[src/design/olb_pkg.sv]
// Shared types and constants of the overlap linear blend unit.
`default_nettype none

package olb_pkg;

  // Image geometry and register widths
  localparam int unsigned MAX_IMAGE_WIDTH = 4096;
  localparam int unsigned COL_W  = 12;
  localparam int unsigned WID_W  = 13;
  localparam int unsigned PIX_W  = 8;
  localparam int unsigned CFG_W  = 13;
  localparam int unsigned IDX_W  = 2;
  localparam int unsigned NUM_W  = WID_W + PIX_W;   // numerator / remainder width
  localparam int unsigned NUM_CH = 3;               // blue, green, red

  // Pipeline depth: decode, product, four two-bit divide stages
  localparam int unsigned NUM_STAGES = 6;

  // Register indexes
  localparam logic [IDX_W-1:0] CFG_OVERLAP_START = 2'd0;
  localparam logic [IDX_W-1:0] CFG_FIRST_WIDTH   = 2'd1;
  localparam logic [IDX_W-1:0] CFG_DARK_THRESH   = 2'd2;

  // Register reset values
  localparam logic [COL_W-1:0] START_RESET = '0;
  localparam logic [WID_W-1:0] WIDTH_RESET = WID_W'(MAX_IMAGE_WIDTH);
  localparam logic [PIX_W-1:0] DARK_RESET  = 8'd50;

  // Pixel source selection
  typedef enum logic [1:0] {
    MODE_FIRST = 2'b01,
    MODE_WARP  = 2'b10,
    MODE_BLEND = 2'b11
  } mode_e;

  typedef logic [NUM_CH-1:0][PIX_W-1:0] pix_t;

  // One pipeline stage worth of payload
  typedef struct packed {
    mode_e                          mode;
    logic [WID_W-1:0]               w;
    logic [COL_W-1:0]               o;
    pix_t                           f;
    pix_t                           x;
    logic [NUM_CH-1:0][NUM_W-1:0]   rem;
    pix_t                           q;
  } stage_t;

endpackage

`default_nettype wire

[src/design/overlap_linear_blend_unit.sv]
// Top level of the overlap linear blend unit: feathered RGB blend pipeline.
//
//  Channel | Direction | Handshake                  | Payload
//  --------+-----------+----------------------------+----------------------------------
//  input   | in        | in_valid_i / in_stall_o    | column_i, first_*_i, warped_*_i
//  output  | out       | out_valid_o / out_stall_i  | out_blue_o, out_green_o, out_red_o
//  config  | in        | cfg_we_i                   | cfg_idx_i, cfg_data_i
//
// One item enters per cycle unless the input is stalled; its result is registered
// through decode, product and four restoring-divide stages of two quotient bits.
// The divider is the deep part: two dependent compare/subtract steps on 21 bits per
// stage, eight in all.
// Reset clears the stage valid bits and loads the register reset values.
// A stall on the output holds the last stage; bubbles ahead of it still fill,
// so the input is stalled only when every stage holds an item.
`default_nettype none

module overlap_linear_blend_unit (
  input  wire                         clk_i,
  input  wire                         rst_ni,
  // configuration
  input  wire                         cfg_we_i,
  input  wire [olb_pkg::IDX_W-1:0]    cfg_idx_i,
  input  wire [olb_pkg::CFG_W-1:0]    cfg_data_i,
  // input channel
  input  wire                         in_valid_i,
  output logic                        in_stall_o,
  input  wire [olb_pkg::COL_W-1:0]    column_i,
  input  wire [olb_pkg::PIX_W-1:0]    first_blue_i,
  input  wire [olb_pkg::PIX_W-1:0]    first_green_i,
  input  wire [olb_pkg::PIX_W-1:0]    first_red_i,
  input  wire [olb_pkg::PIX_W-1:0]    warped_blue_i,
  input  wire [olb_pkg::PIX_W-1:0]    warped_green_i,
  input  wire [olb_pkg::PIX_W-1:0]    warped_red_i,
  // output channel
  output logic                        out_valid_o,
  input  wire                         out_stall_i,
  output logic [olb_pkg::PIX_W-1:0]   out_blue_o,
  output logic [olb_pkg::PIX_W-1:0]   out_green_o,
  output logic [olb_pkg::PIX_W-1:0]   out_red_o
);

  localparam int unsigned LAST = olb_pkg::NUM_STAGES - 1;

  // configuration registers
  logic [olb_pkg::COL_W-1:0] start_q;
  logic [olb_pkg::WID_W-1:0] width_q;
  logic [olb_pkg::PIX_W-1:0] dark_q;

  // pipeline
  logic [olb_pkg::NUM_STAGES-1:0] valid_q;
  logic [olb_pkg::NUM_STAGES-1:0] load;
  olb_pkg::stage_t                pipe_q [olb_pkg::NUM_STAGES];
  olb_pkg::stage_t                pipe_d [olb_pkg::NUM_STAGES];

  // decode helpers
  logic                      before_start;
  logic                      past_width;
  logic                      is_dark;
  olb_pkg::pix_t             in_f;
  olb_pkg::pix_t             in_x;

  // One restoring-divide step: {quotient bit, new remainder}
  function automatic logic [olb_pkg::NUM_W:0] div_step(
    input logic [olb_pkg::NUM_W-1:0] rem,
    input logic [olb_pkg::WID_W-1:0] w,
    input logic [2:0]                b
  );
    logic [olb_pkg::NUM_W-1:0] trial;
    trial = olb_pkg::NUM_W'(w) << b;
    if (rem >= trial) begin
      return {1'b1, rem - trial};
    end else begin
      return {1'b0, rem};
    end
  endfunction

  // Write configuration registers
  always_ff @(posedge clk_i or negedge rst_ni) begin
    if (!rst_ni) begin
      start_q <= olb_pkg::START_RESET;
      width_q <= olb_pkg::WIDTH_RESET;
      dark_q  <= olb_pkg::DARK_RESET;
    end else if (cfg_we_i) begin
      unique case (cfg_idx_i)
        olb_pkg::CFG_OVERLAP_START: start_q <= cfg_data_i[olb_pkg::COL_W-1:0];
        olb_pkg::CFG_FIRST_WIDTH:   width_q <= cfg_data_i[olb_pkg::WID_W-1:0];
        olb_pkg::CFG_DARK_THRESH:   dark_q  <= cfg_data_i[olb_pkg::PIX_W-1:0];
        default: ;
      endcase
    end
  end

  // Classify the incoming column and pixel
  assign in_f = {first_red_i, first_green_i, first_blue_i};
  assign in_x = {warped_red_i, warped_green_i, warped_blue_i};
  assign before_start = column_i < start_q;
  assign past_width   = {1'b0, column_i} >= width_q;
  assign is_dark      = (warped_blue_i < dark_q) && (warped_green_i < dark_q) &&
                        (warped_red_i < dark_q);

  // Advance: a stage loads when empty or when its item moves on
  always_comb begin
    load[LAST] = !valid_q[LAST] || !out_stall_i;
    for (int s = LAST - 1; s >= 0; s--) begin
      load[s] = !valid_q[s] || load[s+1];
    end
  end

  assign in_stall_o = !load[0];

  // Next payload of every stage
  always_comb begin
    logic [olb_pkg::NUM_W:0]   step;
    logic [olb_pkg::WID_W-1:0] w_minus_o;
    logic [2:0]                b;

    // stage 0: decode mode and geometry
    pipe_d[0]     = '0;
    pipe_d[0].f   = in_f;
    pipe_d[0].x   = in_x;
    pipe_d[0].o   = column_i - start_q;
    pipe_d[0].w   = width_q - {1'b0, start_q};
    priority if (before_start) begin
      pipe_d[0].mode = olb_pkg::MODE_FIRST;
    end else if (past_width) begin
      pipe_d[0].mode = olb_pkg::MODE_WARP;
    end else if (is_dark) begin
      pipe_d[0].mode = olb_pkg::MODE_FIRST;
    end else begin
      pipe_d[0].mode = olb_pkg::MODE_BLEND;
    end

    // stage 1: weighted sum p1*(W-o) + p2*o
    pipe_d[1] = pipe_q[0];
    w_minus_o = pipe_q[0].w - {1'b0, pipe_q[0].o};
    for (int c = 0; c < olb_pkg::NUM_CH; c++) begin
      pipe_d[1].rem[c] = olb_pkg::NUM_W'(pipe_q[0].f[c] * w_minus_o) +
                         olb_pkg::NUM_W'(pipe_q[0].x[c] * pipe_q[0].o);
    end

    // stages 2..5: two quotient bits each, most significant first
    for (int s = 2; s < olb_pkg::NUM_STAGES; s++) begin
      pipe_d[s] = pipe_q[s-1];
      for (int k = 0; k < 2; k++) begin
        b = 3'(11 - 2 * s - k);
        for (int c = 0; c < olb_pkg::NUM_CH; c++) begin
          step                = div_step(pipe_d[s].rem[c], pipe_d[s].w, b);
          pipe_d[s].rem[c]    = step[olb_pkg::NUM_W-1:0];
          pipe_d[s].q[c][b]   = step[olb_pkg::NUM_W];
        end
      end
    end

    // last stage: pick the source pixel
    unique case (pipe_d[LAST].mode)
      olb_pkg::MODE_FIRST: pipe_d[LAST].q = pipe_d[LAST].f;
      olb_pkg::MODE_WARP:  pipe_d[LAST].q = pipe_d[LAST].x;
      olb_pkg::MODE_BLEND: ;
      default:             pipe_d[LAST].q = pipe_d[LAST].x;
    endcase
  end

  // Stage valid bits
  always_ff @(posedge clk_i or negedge rst_ni) begin
    if (!rst_ni) begin
      valid_q <= '0;
    end else begin
      if (load[0]) begin
        valid_q[0] <= in_valid_i;
      end
      for (int s = 1; s < olb_pkg::NUM_STAGES; s++) begin
        if (load[s]) begin
          valid_q[s] <= valid_q[s-1];
        end
      end
    end
  end

  // Stage payload, held while the stage is stalled
  always_ff @(posedge clk_i) begin
    for (int s = 0; s < olb_pkg::NUM_STAGES; s++) begin
      if (load[s]) begin
        pipe_q[s] <= pipe_d[s];
      end
    end
  end

  // Drive the output channel
  assign out_valid_o = valid_q[LAST];
  assign out_blue_o  = pipe_q[LAST].q[0];
  assign out_green_o = pipe_q[LAST].q[1];
  assign out_red_o   = pipe_q[LAST].q[2];

  // An empty entry stage never stalls the input
  a_no_stall_when_empty: assert property (@(posedge clk_i) disable iff (!rst_ni)
    !valid_q[0] |-> !in_stall_o)
    else $error("input stalled with an empty entry stage");

  // An accepted item lands in the entry stage
  a_accept_lands: assert property (@(posedge clk_i) disable iff (!rst_ni)
    in_valid_i && !in_stall_o |=> valid_q[0])
    else $error("accepted item lost at the entry stage");

  // A full pipeline under output stall must stall the input
  a_full_stalls: assert property (@(posedge clk_i) disable iff (!rst_ni)
    (&valid_q) && out_stall_i |-> in_stall_o)
    else $error("input taken while pipeline full and output stalled");

  // Blend numerator stays below 256*W so the quotient fits eight bits
  a_num_range: assert property (@(posedge clk_i) disable iff (!rst_ni)
    valid_q[1] && pipe_q[1].mode == olb_pkg::MODE_BLEND |->
      pipe_q[1].rem[0] < {pipe_q[1].w, 8'b0} &&
      pipe_q[1].rem[1] < {pipe_q[1].w, 8'b0} &&
      pipe_q[1].rem[2] < {pipe_q[1].w, 8'b0})
    else $error("blend numerator out of range");

endmodule

`default_nettype wire

[config.mk]
export PLATFORM = sky130hd
export DESIGN_NAME = overlap_linear_blend_unit
export DESIGN_NICKNAME = d
export VERILOG_FILES = /design/src/design/olb_pkg.sv /design/src/design/overlap_linear_blend_unit.sv
export SDC_FILE = /design/constraint.sdc
export NUM_CORES = 2
export LEC_CHECK = 0
export ABC_CLOCK_PERIOD_IN_PS = 9760
export BUFFER_PORTS_ARGS = -buffer_cell sky130_fd_sc_hd__clkbuf_2
export CORE_UTILIZATION = 40
export CTS_CLUSTER_DIAMETER = 150
export CTS_CLUSTER_SIZE = 28
export DETAILED_ROUTE_END_ITERATION = 10
export PLACE_DENSITY = 0.66
export SLEW_MARGIN = 20
export SYNTH_ARGS = -nofsm -noshare
export SYNTH_HDL_FRONTEND = slang
export SYNTH_SLANG_ARGS = --single-unit
[constraint.sdc]
create_clock -name clk_i -period 9.76 [get_ports clk_i]
set_clock_uncertainty 0.15 [all_clocks]
set_input_delay 1.952 -clock clk_i [delete_from_list [all_inputs] [get_ports clk_i]]
set_output_delay 1.952 -clock clk_i [all_outputs]
set_load 0.01 [all_outputs]
==> out/qor.csv <==
metric,value,unit
status,completed,
ys_seq_area_share,33.3,%
worstMarginPinSlew,1100,ps
setup-violations-final,0,
core_area,150000,sq um
clock-sinks,678,
synth_common_cells,"inv_1 (836), edfxtp_1 (639), ha_1 (591), nand2_1 (509), fa_1 (501)",
synth_most_common_cell,inv_1,
die_h,391,um
path_max_fanout,11,
dr.pass1.iters,6,
synth_edf_count,639,
drive_gt1_share,6.49,%
hold_viol,0,
drc_errors,0,
wl_per_cell,19.5,um
cp.required,10060,ps
yosys.area_share.simple,14.1,%
ys_warn_count,0,
max_cap_violations,0,
reg2reg_slack,540,ps
slew_viol_final,0,
worst-setup-path-type,register to register,
synthXorXnorAreaFrac,4.47,%
drt_iter0_markers,3074,
cp.arrival,9530,ps
post-dp-hpwl,124,mm
slew_headroom,26.8,%
start_util,40.4,%
cts-root-buf,clkbuf_16,
end_kind,register,
slowest_delay,630,ps
io_buffers,105,
wirelength,156,mm
grt_max_degree,75,
final_core_util,43.0,%
gp_congestion,0.945,
crit_top_cell,fa_1,
htreeDepth,1,
syn_area,60500,sq um
hold_class,register to register,
synthDistinctLibCells,88,
rsz0062_at_grt,no,
multi_input_area,36700,sq um
grt_usage,20.2,%
grt_pass1_vias,41966,
core.rowCount,142,
regArea,20200,sq um
clk_pin_slew,120,ps
num_io_pins,106,
synth_fa_ha_area_share,28.8,%
cts_buffer_depth,3,
yosysTopAreaCell,edfxtp_1,
ys_top_cells_by_area,"edfxtp_1 (32%), fa_1 (17%), ha_1 (12%), inv_1 (5.2%), and2_1 (3.2%)",
path_buf_inv,4,
syn_avg_cell_area,10.2,sq um
cts_tree,built,
synth-seq-cells,678,
grt_pass1_wl,240,mm
async_reset_ff_share,5.75,%
num_vias,42660,
fmax,108,MHz
muxShareOfSynthArea,2.80,%
syn2layout_area_growth,6.63,%
syn_inst,5933,
fill_cells,14240,
finalCritPeriodShare,94.5,%
synth_top_family_by_area,adder cells,
synth_compound_area_share,10.3,%
start_kind,register,
cpMaxStageDelayCell,o41ai_1,
numCtsBuffers,30,
via_per_inst,5.32,
die_x,391,um
synth_top_area_share,31.7,%
postRouteAntennaNets,0,
layout.nets,7156,
min_period,9220,ps
ys.flop_type,edfxtp_1,
antenna_found_initial,14,
dieArea,153000,sq um
holdBufCountCts,0,
path_delay_family,adder cells,
grt_remaining_overflow,0,
syn-num-nets,7105,
tns,0,ps
clock_latency,700,ps
stage by stage:
step	hold WS [ps]	instance area [sq um]	cells	worst slack, ps
floorplan	250	60500	5933	1610
global placement	250	63600	7968	628
detailed placement	255	63600	7968	447
CTS	273	64500	8010	386
global route	280	64500	8011	10.0
finish	270	64500	8012	535
registers in the layout, indices dropped and copies added, names as in the netlist:
name / cells
pipe_q: 639
width_q: 13
start_q: 12
dark_q: 8
valid_q: 6
layout by cell type, fill, tap and decap left out, drive strengths merged, types with 73 or more instances in the layout:
cell type  count
nand2b        88
nor2b        106
mux2         114
nor3          94
a21o         107
nor2         340
edfxtp       639
fa           501
clkbuf       139
xor2          98
inv          841
nand2        509
ha           591
and2         310
a21oi        301
buf           73
xnor2        211
o21ai        265
cells by family (layout without fill, tap and decap cells):
kind of cell,after synthesis,in the layout
AOI/OAI and AO/OA,996,996
muxes,155,155
DFF,678,678
and+or+nand+nor,1708,1708
xor gates and xnor gates,309,309
adders and majority gates,1092,1092
other,0,2
buffers and inverters,995,1056
what timing repair did:
action,CTS,global route
endpoints found under the setup margin,0,2
buffers inserted,0,0
gates resized for setup,0,3
endpoints found under the hold margin,0,0
layout make-up:
class | count | share of cell area [%]
Multi-Input combinational cell | 4260 | 56.9
Sequential cell | 678 | 31.3
Inverter | 837 | 4.88
Tap cell | 2016 | 3.91
Timing Repair Buffer | 177 | 1.67
Clock buffer | 35 | 1.19
Clock inverter | 7 | 0.190
Antenna cell | 2 | 0.00776
path summary, 6_finish.rpt:
path | cells after the start | startpoint | end
worst max-delay path | 28 | pipe_q[0][136] | pipe_q[1][65]
worst min-delay path | 0 | pipe_q[1][105] | pipe_q[2][105]
worst max register to register | 28 | pipe_q[0][136] | pipe_q[1][65]
worst min register to register | 0 | pipe_q[1][105] | pipe_q[2][105]
max in group asynchronous | 1 | rst_ni | width_q[11]
min in group asynchronous | 1 | rst_ni | valid_q[1]
worst reg2reg max path, delay by kind of cell, from the launching register on:
kind / cells / cell delay, ps
buf+inv: 4 / 380
simple gates: 4 / 860
fa+ha+maj: 8 / 3730
xor+xnor: 2 / 440
flops: 1 / 590
compound gates: 10 / 2810
per-layer routing:
layer	vias up	share of wire (%)	GRT usage (%)
li1	20171	-	-
met1	21030	44	27.4
met2	1215	47	33.8
met3	242	5.5	1.93
met4	2	3.9	6.96
met5	-	0.013	0
Power is left out: the tool's default activity adds up to more than one toggle a clock period on the data nets, which glitch-free logic cannot reach.
